**src/rtl/mono_framebuffer_pixel_line_engine_defines.svh**
```systemverilog
// Assertion macros shared by the frame store engine modules.
`ifndef MONO_FRAMEBUFFER_PIXEL_LINE_ENGINE_DEFINES_SVH
`define MONO_FRAMEBUFFER_PIXEL_LINE_ENGINE_DEFINES_SVH

`ifndef SYNTHESIS
`define MFB_ASSERT_CLK(lbl, prop, msg) \
  lbl: assert property (@(posedge clk) disable iff (!rst_n) prop) else $error(msg);
`define MFB_ASSERT_NEVER(lbl, expr, msg) \
  lbl: assert property (@(posedge clk) disable iff (!rst_n) !(expr)) else $error(msg);
`else
`define MFB_ASSERT_CLK(lbl, prop, msg)
`define MFB_ASSERT_NEVER(lbl, expr, msg)
`endif

`endif

```
**src/rtl/mfb_pkg.sv**
```systemverilog
// Package with panel geometry, operation codes, states and control structs.
package mfb_pkg;

  localparam int PANEL_WIDTH  = 128;
  localparam int PANEL_HEIGHT = 64;
  localparam int PAGE_ROWS    = (PANEL_HEIGHT + 7) / 8;
  localparam int STORE_BYTES  = PANEL_WIDTH * PAGE_ROWS;
  localparam int ADDR_W       = $clog2(STORE_BYTES);

  localparam int OP_W    = 3;
  localparam int COORD_W = 11;
  localparam int IDX_W   = 10;
  localparam int DATA_W  = 8;
  localparam int ERR_W   = COORD_W + 3;

  typedef enum logic [OP_W-1:0] {
    OP_SET_PIXEL   = 3'd0,
    OP_CLEAR_PIXEL = 3'd1,
    OP_DRAW_LINE   = 3'd2,
    OP_READ_BYTE   = 3'd3,
    OP_POLL_DIRTY  = 3'd4
  } op_t;

  typedef enum logic [2:0] {
    ST_CLEAR,
    ST_IDLE,
    ST_PIXEL,
    ST_LINE,
    ST_READ,
    ST_DRAIN,
    ST_RESULT
  } state_t;

  typedef struct packed {
    logic capture;
    logic plot;
    logic step;
    logic line_end;
    logic rd_issue;
    logic clr;
    logic finish;
  } ctrl_cmd_t;

  typedef struct packed {
    logic at_end;
    logic clr_last;
    logic out_free;
  } dp_status_t;

endpackage

```
**src/rtl/mfb_ctrl.sv**
```systemverilog
// Controller state machine that sequences clearing, plotting, reads and results.
`include "mono_framebuffer_pixel_line_engine_defines.svh"

module mfb_ctrl (
  input  logic                         clk,
  input  logic                         rst_n,
  input  logic                         in_valid,
  input  logic [mfb_pkg::OP_W-1:0]     in_operation,
  output logic                         in_stall,
  input  mfb_pkg::dp_status_t          status_i,
  output mfb_pkg::ctrl_cmd_t           cmd_o
);

  mfb_pkg::state_t state_r;
  mfb_pkg::state_t state_nxt;

  always_ff @(posedge clk) begin
    if (!rst_n) begin
      state_r <= mfb_pkg::ST_CLEAR;
    end else begin
      state_r <= state_nxt;
    end
  end

  always_comb begin
    state_nxt = state_r;
    cmd_o     = '0;
    in_stall  = (state_r != mfb_pkg::ST_IDLE);
    case (state_r)
      mfb_pkg::ST_CLEAR: begin
        cmd_o.clr = 1'b1;
        if (status_i.clr_last) begin
          state_nxt = mfb_pkg::ST_IDLE;
        end
      end
      mfb_pkg::ST_IDLE: begin
        if (in_valid) begin
          cmd_o.capture = 1'b1;
          case (in_operation)
            mfb_pkg::OP_SET_PIXEL:   state_nxt = mfb_pkg::ST_PIXEL;
            mfb_pkg::OP_CLEAR_PIXEL: state_nxt = mfb_pkg::ST_PIXEL;
            mfb_pkg::OP_DRAW_LINE:   state_nxt = mfb_pkg::ST_LINE;
            mfb_pkg::OP_READ_BYTE:   state_nxt = mfb_pkg::ST_READ;
            default:                 state_nxt = mfb_pkg::ST_RESULT;
          endcase
        end
      end
      mfb_pkg::ST_PIXEL: begin
        cmd_o.plot = 1'b1;
        state_nxt  = mfb_pkg::ST_DRAIN;
      end
      mfb_pkg::ST_LINE: begin
        cmd_o.plot = 1'b1;
        if (status_i.at_end) begin
          cmd_o.line_end = 1'b1;
          state_nxt      = mfb_pkg::ST_DRAIN;
        end else begin
          cmd_o.step = 1'b1;
        end
      end
      mfb_pkg::ST_READ: begin
        cmd_o.rd_issue = 1'b1;
        state_nxt      = mfb_pkg::ST_RESULT;
      end
      mfb_pkg::ST_DRAIN: begin
        // The last pixel's write lands in this cycle, so the result can go out now.
        if (status_i.out_free) begin
          cmd_o.finish = 1'b1;
          state_nxt    = mfb_pkg::ST_IDLE;
        end else begin
          state_nxt = mfb_pkg::ST_RESULT;
        end
      end
      mfb_pkg::ST_RESULT: begin
        if (status_i.out_free) begin
          cmd_o.finish = 1'b1;
          state_nxt    = mfb_pkg::ST_IDLE;
        end
      end
      default: begin
        state_nxt = mfb_pkg::ST_IDLE;
      end
    endcase
  end

  `MFB_ASSERT_NEVER(a_step_past_end, cmd_o.step && status_i.at_end, "line stepped past its end")
  `MFB_ASSERT_CLK(a_clear_then_idle, (state_r == mfb_pkg::ST_CLEAR) && status_i.clr_last |=> (state_r == mfb_pkg::ST_IDLE), "clear pass did not end in idle")
  `MFB_ASSERT_CLK(a_line_end_drains, cmd_o.line_end |=> (state_r == mfb_pkg::ST_DRAIN), "line end not followed by drain")

endmodule

```
**config.mk**
```make
export PLATFORM = sky130hd
export DESIGN_NAME = mfb_ctrl
export DESIGN_NICKNAME = d
export VERILOG_FILES = /design/src/rtl/mfb_pkg.sv /design/src/rtl/mfb_ctrl.sv
export VERILOG_INCLUDE_DIRS = /design/src /design/src/rtl
export SDC_FILE = /design/constraint.sdc
export NUM_CORES = 1
export LEC_CHECK = 0
export BUFFER_PORTS_ARGS = -buffer_cell sky130_fd_sc_hd__buf_2
export CORE_AREA = 5 5 42 44
export DETAILED_ROUTE_END_ITERATION = 10
export DIE_AREA = 0 0 47 49
export PLACE_DENSITY = 0.52
export SLEW_MARGIN = 20
export SYNTH_ARGS = -nofsm -noshare
export SYNTH_HDL_FRONTEND = slang
export SYNTH_SLANG_ARGS = --single-unit
```
**constraint.sdc**
```tcl
create_clock -name clk -period 1.45 [get_ports clk]
set_input_delay 0.145 -clock clk [delete_from_list [all_inputs] [get_ports clk]]
set_output_delay 0.145 -clock clk [all_outputs]
set_load 0.02 [all_outputs]
```
==> results of run 1 <==
## what timing repair did
action	CTS	global route
hold endpoints to repair	0	0
resized for setup	3	3
setup endpoints to repair	3	3
## per-layer routing
| metal | part of all wire [%] | routed length [µm] | vias up |
|---|---|---|---|
| met5 | 0 | 0 | - |
| met4 | 0.44 | 4 | 0 |
| met3 | 12 | 111 | 2 |
| met2 | 44 | 404 | 21 |
| met1 | 43 | 391 | 173 |
| li1 | - | - | 195 |
## cell families after synthesis
| group | count (synthesis) | synth area share (%) |
|---|---|---|
| simple gates | 24 | 45.7 |
| buf+inv | 7 | 10.7 |
| compound gates | 9 | 16.7 |
| xor+xnor | 1 | 2.99 |
| mux | 1 | 3.42 |
| flops | 3 | 20.5 |
## critical path, delay by kind of cell (launching register included)
family,cells,cell delay (ps)
and+or+nand+nor,2,530
DFF,1,330
buffers and inverters,1,150
## synthesized netlist by cell type, drive strengths merged
library cell and number:
a21oi 3, a31oi 2, and2 1, and3 2, buf 4, dfxtp 3
inv 3, mux2i 1, nand2 2, nand2b 2, nand3 1, nand4 1
nor2 7, nor2b 2, nor3 3, nor4 1, nor4b 1, o21ai 3
o22ai 1, or3b 1, xor2 1
## layout make-up
class | count | area [µm²]
inverter | 3 | 11.3
sequential | 3 | 61.3
multi-input combinational | 35 | 214
fill | 177 | 956
timing repair buffer | 20 | 113
clock buffer | 4 | 26.3
tap | 16 | 20.0
## power by group through the flow
stage,Combinational (mW),Sequential (mW),Clock (mW)
after floorplan,0.0648,0.0898,0
after detailed placement,0.0998,0.0910,0
after global routing,0.116,0.0908,0.167
after CTS,0.103,0.0903,0.160
final,0.106,0.0903,0.154
after global placement,0.0996,0.0911,0
## per-stage QoR
stage               cell area, µm²  utilization (%)
finish                         445             31.8
global route                   445             31.8
CTS                            435             31.1
detailed placement             403             28.7
global placement               403             28.7
floorplan                      293                -
## worst paths after layout
path | from | endpoint | slack [ps]
setup / recovery | state_r[1] | cmd_o[6] | 60
hold / removal | rst_n | state_r[0] | 220
setup reg to reg | state_r[1] | state_r[1] | 200
hold reg to reg | state_r[1] | state_r[0] | 540
==> impl_metrics.tcl, run 1 <==
set metrics [dict create \
    nets 75 \
    worstPathMaxFanout 5 \
    final_cell_mix "buf_2, nor2_1, buf_4" \
    synth_top_cell_area_share_pct 20.5 \
    ys_seq_area_share_pct 20.5 \
    finalHoldViolations 0 \
    slew_headroom_pct 84.4 \
    syn_inst 45 \
    critPathKind "register to output pin" \
    row_count 14 \
    regMostFlops "state_r" \
    p_sw_uw 112 \
    cts_tree "built" \
    grt_overflow_total 0 \
    finalSetupViolCount 0 \
    antenna_left 0 \
    power_frac_clock_pct 44.0 \
    gp_congestion 0.806 \
    htree_levels 1 \
    top_regs "state_r x3" \
    totalNegativeSetupSlack_ps 0 \
    use_met3_pct 7.38 \
    ff2ff_path_depth 4 \
    vdd_drop_max_mv 0.318 \
    hold_buffers 0 \
    power_uw 350 \
    p_comb_share_pct 30.2 \
    synth-seq-cells 3 \
    ioPinCount 17 \
    avgViaCountPerCell 4.83 \
    crit_path_start_kind "register" \
    diodes 0 \
    tightest_slew_ps 231 \
    fin_crit_sh_pct 96.0 \
    holdPathStages 3 \
    drt_iter0_markers 3 \
    area_growth_pct 52.1 \
    setup_ws_ps 57.6 \
    syn-cell-area_um2 293 \
    wl_per_cell_um 11.2 \
    dieWidth_um 47 \
    leakage_nw 0.224 \
    instances_no_fill 81 \
    max_freq_ghz 0.718 \
    clkTransAtPathRegs_ps 40 \
    first_pass_iters 4 \
    initial_core_util_pct 20.9 \
    grt_antenna_before_repair 0 \
    grt_pass1_wl_um 1350 \
    powerDensity_nw_per_um2 785 \
    p_seq_share_pct 25.8 \
    worstHoldPathType "primary input to register" \
    clkLatencyLatePin_ps 240 \
    period_needed_ps 1390 \
    postSynthAreaPerCell_um2 6.51 \
    hpwl_um 681 \
    drive_gt1_share_pct 43.1 \
    grt_pass1_vias 329 \
    wl_um 910 \
    vias 391 \
    ys_warn_count 0 \
    fp.dieArea_um2 2300 \
    grt_max_degree 11 \
    internal_power_uw 238 \
    hold_slack_ps 217 \
    grt-busiest-layer "met2" \
    p_sw_share_pct 32.1 \
    cts_buffers 3 \
    portBuffers 16 \
    layout_commonest_cell "buf_2" \
    track_usage_pct 8.23 \
    maxSlewViolCount 0 \
    dp.cells 77 \
    cts-root-buf "clkbuf_4" \
    skew_ps 0.969 \
    cts_num_sinks 3 \
    synth_nets 54 \
    crit_arrival_ps 1250 \
    critPathCaptureType "output pin" \
    status "finished, final reports clean" \
    crit_path_cell_trace "or3b_4 -> nor2_1 -> buf_4" \
    crit_required_ps 1310 \
    use_met1_pct 10.3 \
    rsz0062_at_grt "no" \
    gr-usage-met2_pct 10.6 \
    critPathSlowestCell "or3b_4" \
    max_cap_viol_count 0 \
    cpPeakStageDelay_ps 430 \
    die_y_um 49 \
    place_ws_ps 140 \
    clockBufferDepth 2 \
    largest_reg_flops 3 \
    yosysTopAreaCell "dfxtp_1" \
    core_um2 1400 \
    route.detailed.drc 0 \
    postCtsSetupRepairBufs 0 \
    synth_cell_type_count 22 \
    netlist_top_cells_area "dfxtp_1, nor2_1, buf_2, a21oi_1, nor3_1" \
]
Note: power is estimated with default switching activity, not from simulation.
==> run 2, diff against run 1 <==
Settings changed: MAX_ROUTING_LAYER set to met4.
Clock period 1.45 ns to 1.3 ns, I/O delays scaled along.
==> impl_metrics.tcl, run 2 (same netlist as run 1, synthesis figures left out) <==
set metrics [dict create \
    status "complete, but fails checks" \
    violations "negative setup slack" \
    fp.dieArea_um2 2300 \
    vias 393 \
    diodes 0 \
    drt_iter0_markers 6 \
    wl_um 935 \
    rsz0062_at_grt "yes" \
    finalSetupViolCount 1 \
    regMostFlops "state_r" \
    critPathCaptureType "output pin" \
    skew_ps 0.0718 \
    period_needed_ps 1320 \
    grt_max_degree 11 \
    worstHoldPathType "primary input to register" \
    fin_crit_sh_pct 102 \
    wl_per_cell_um 11.1 \
    final_cell_mix "buf_2, nor2_1, buf_4" \
    setup_ws_ps -19.7 \
    antenna_left 0 \
    hpwl_um 668 \
    critPathKind "register to output pin" \
    clockBufferDepth 2 \
    fin_util_pct 35.1 \
    dp.cells 76 \
    largest_reg_flops 3 \
    crit_required_ps 1170 \
    crit_path_start_kind "register" \
    row_count 14 \
    clkLatencyLatePin_ps 230 \
    area_growth_pct 67.9 \
    clkTransAtPathRegs_ps 40 \
    drive_gt1_share_pct 50.0 \
    finalHoldViolations 0 \
    htree_levels 1 \
    grt_pass1_vias 367 \
    avgViaCountPerCell 4.68 \
    max_cap_viol_count 0 \
    cts_num_sinks 3 \
    slew_headroom_pct 83.6 \
    first_pass_iters 2 \
    grt_antenna_before_repair 0 \
    ff2ff_path_depth 5 \
    leakage_nw 0.245 \
    instances_no_fill 84 \
    ioPinCount 17 \
    nets 78 \
    track_usage_pct 9.31 \
    tightest_slew_ps 245 \
    dieWidth_um 47 \
    portBuffers 16 \
    grt_overflow_total 0 \
    route.detailed.drc 0 \
    top_regs "state_r x3" \
    place_ws_ps 33.7 \
    cts-root-buf "clkbuf_4" \
    register_area_um2 63.8 \
    holdPathStages 3 \
    die_y_um 49 \
    initial_core_util_pct 20.9 \
    multi_input_area_um2 225 \
    crit_arrival_ps 1190 \
    post-route-cell-area_um2 492 \
    gp_congestion 0.719 \
    placed_area_um2 398 \
    layout_commonest_cell "buf_2" \
    cts_buffers 3 \
    grt_pass1_wl_um 1500 \
    maxSlewViolCount 0 \
    worstPathMaxFanout 4 \
    max_freq_ghz 0.758 \
    fillers 168 \
    cts_tree "built" \
    core_um2 1400 \
    power_uw 398 \
    powerDensity_nw_per_um2 810 \
    vdd_drop_max_mv 0.198 \
]
## run 2: metal layers
| metal | GRT usage (%) | routed length [µm] | vias to the layer above |
|---|---|---|---|
| li1 | - | - | 202 |
| met1 | 9.89 | 372 | 178 |
| met2 | 14.3 | 486 | 11 |
| met3 | 3.32 | 64 | 2 |
| met4 | 5.53 | 12 | 0 |
| met5 | - | 0 | - |
## run 2: path summary, 6_finish.rpt
path	start	end	slack [ps]
max	state_r[2]	cmd_o[6]	-20
min	rst_n	state_r[1]	170
max reg2reg	state_r[2]	state_r[1]	30
min reg2reg	state_r[1]	state_r[0]	610
## run 2: layout make-up
class	instances	share of cell area (%)
Multi-Input combinational cell	35	45.8
Sequential cell	3	13.0
Clock buffer	4	5.34
Timing Repair Buffer	23	29.5
Tap cell	16	4.07
Inverter	3	2.29
## run 2: worst max-delay path: stages, from the launching register on
cell and delay [ps]:
dfxtp_2 310, or3b_4 410, nor2_1 100, buf_4 140
## run 2: power by group
group	internal [mW]	switching, mW	leakage (nW)	total, mW
clock network	0.115	0.0508	0.0150	0.166
logic	0.0615	0.0698	0.204	0.131
registers	0.0984	0.00270	0.0257	0.101
## run 2: stage by stage
stage | hold WS [ps] | setup TNS [ps]
after global placement | 425 | 0
after CTS | 172 | -28.6
after global routing | 176 | -292
after detailed placement | 427 | 0
after floorplan | 272 | 0
final | 174 | -19.7
## run 2: repair_timing
action,in CTS,in global routing
hold endpoints to repair,0,0
setup endpoints to repair,5,8
hold buffers,0,0
gates resized for setup,9,3
pin swaps,1,1
setup buffers,3,1
==> run 3, diff against run 2 <==
Settings changed: BUFFER_PORTS_ARGS -buffer_cell sky130_fd_sc_hd__buf_2 to not set, DONT_BUFFER_PORTS set to 1, PLACE_DENSITY 0.52 to 0.41.
==> impl_metrics.tcl, run 3 (same netlist as run 1, synthesis figures left out) <==
set metrics [dict create \
    use_met1_pct 8.75 \
    critPathKind "register to output pin" \
    gr-usage-met2_pct 12.7 \
    crit_arrival_ps 1170 \
    ioPinCount 17 \
    drt_iter0_markers 4 \
    postCtsSetupRepairBufs 0 \
    maxSlewViolCount 0 \
    antenna_left 0 \
    grt-busiest-layer "met2" \
    wl_per_cell_um 12.3 \
    htree_levels 1 \
    grt_max_degree 12 \
    gp_congestion 0.736 \
    period_needed_ps 1300 \
    fp.dieArea_um2 2300 \
    multi_input_area_um2 238 \
    vdd_drop_max_mv 0.275 \
    area_growth_pct 43.6 \
    portBuffers 0 \
    core_um2 1400 \
    top_regs "state_r x3" \
    diodes 0 \
    power_uw 373 \
    cts-root-buf "clkbuf_4" \
    cts_tree "built" \
    row_count 14 \
    use_met3_pct 4.43 \
    rsz0062_at_grt "yes" \
    clockBufferDepth 2 \
    clkTransAtPathRegs_ps 40 \
    wl_um 847 \
    max_freq_ghz 0.769 \
    first_pass_iters 4 \
    die_y_um 49 \
    route.detailed.drc 0 \
    critPathCaptureType "output pin" \
    finalSetupViolCount 0 \
    slew_headroom_pct 84.9 \
    drive_gt1_share_pct 39.6 \
    clkLatencyLatePin_ps 230 \
    grt_overflow_total 0 \
    final_cell_mix "buf_4, nor2_1" \
    cts_buffers 3 \
    register_area_um2 61.3 \
    max_cap_viol_count 0 \
    crit_path_start_kind "register" \
    crit_required_ps 1170 \
    worstPathMaxFanout 5 \
    regMostFlops "state_r" \
    cts_num_sinks 3 \
    fin_crit_sh_pct 100 \
    hpwl_um 640 \
    fin_util_pct 30.0 \
    grt_pass1_wl_um 1370 \
    vias 325 \
    avgViaCountPerCell 4.71 \
    nets 63 \
    hold_buffers 0 \
    grt_pass1_vias 328 \
    leakage_nw 0.174 \
    dieWidth_um 47 \
    tightest_slew_ps 224 \
    fillers 176 \
    initial_core_util_pct 20.9 \
    hold_slack_ps 46.7 \
    skew_ps 2.68 \
    largest_reg_flops 3 \
    powerDensity_nw_per_um2 888 \
    grt_antenna_before_repair 0 \
    worstHoldPathType "primary input to register" \
    track_usage_pct 8.44 \
    finalHoldViolations 0 \
    layout_commonest_cell "buf_4" \
    status "finished, final reports clean" \
]
==> run 3: critical path, stage by stage (launching register included) <==
cell and delay (ps):
dfxtp_1 300, or3b_4 430, nor2_4 90, buf_6 120
==> run 3: layout make-up <==
| class | instances | share of cell area, % |
|---|---|---|
| Multi-Input combinational cell | 35 | 56.5 |
| Timing Repair Buffer | 8 | 15.2 |
| Sequential cell | 3 | 14.6 |
| Clock buffer | 4 | 6.25 |
| Tap cell | 16 | 4.76 |
| Inverter | 3 | 2.68 |
==> run 3: metrics by stage <==
stage          TNS (ps)  std cells  area [µm²]  setup WS (ps)
4_1_cts           -50.2         69         397          -50.2
6_report              0         69         420          0.216
5_1_grt           -85.6         69         420          -36.9
3_5_place_dp          0         65         355           42.3
3_3_place_gp          0         65         355           57.7
2_1_floorplan         0         45         295           51.6
==> run 3: per-layer routing <==
metal	wire length, µm	vias to the layer above
li1	-	170
met4	0	0
met3	60	0
met5	0	-
met2	431	11
met1	354	144
==> run 3: repair_timing <==
item,CTS,global route
gates resized for setup,6,7
endpoints found under the setup margin,4,5
pin swaps,1,1
==> run 3: path summary, 6_finish.rpt <==
kind	from	to	slack, ps	depth (start not counted)
max	state_r[1]	cmd_o[6]	0.2	3
min	rst_n	state_r[0]	50	2
max reg2reg	state_r[1]	state_r[0]	80	4
min reg2reg	state_r[1]	state_r[1]	650	3
==> run 3: where the power goes <==
part	internal, mW	total, mW	switching (mW)	leakage (nW)
clock network	0.115	0.162	0.0467	0.0150
registers	0.0981	0.101	0.00239	0.0247
logic	0.0508	0.111	0.0604	0.135
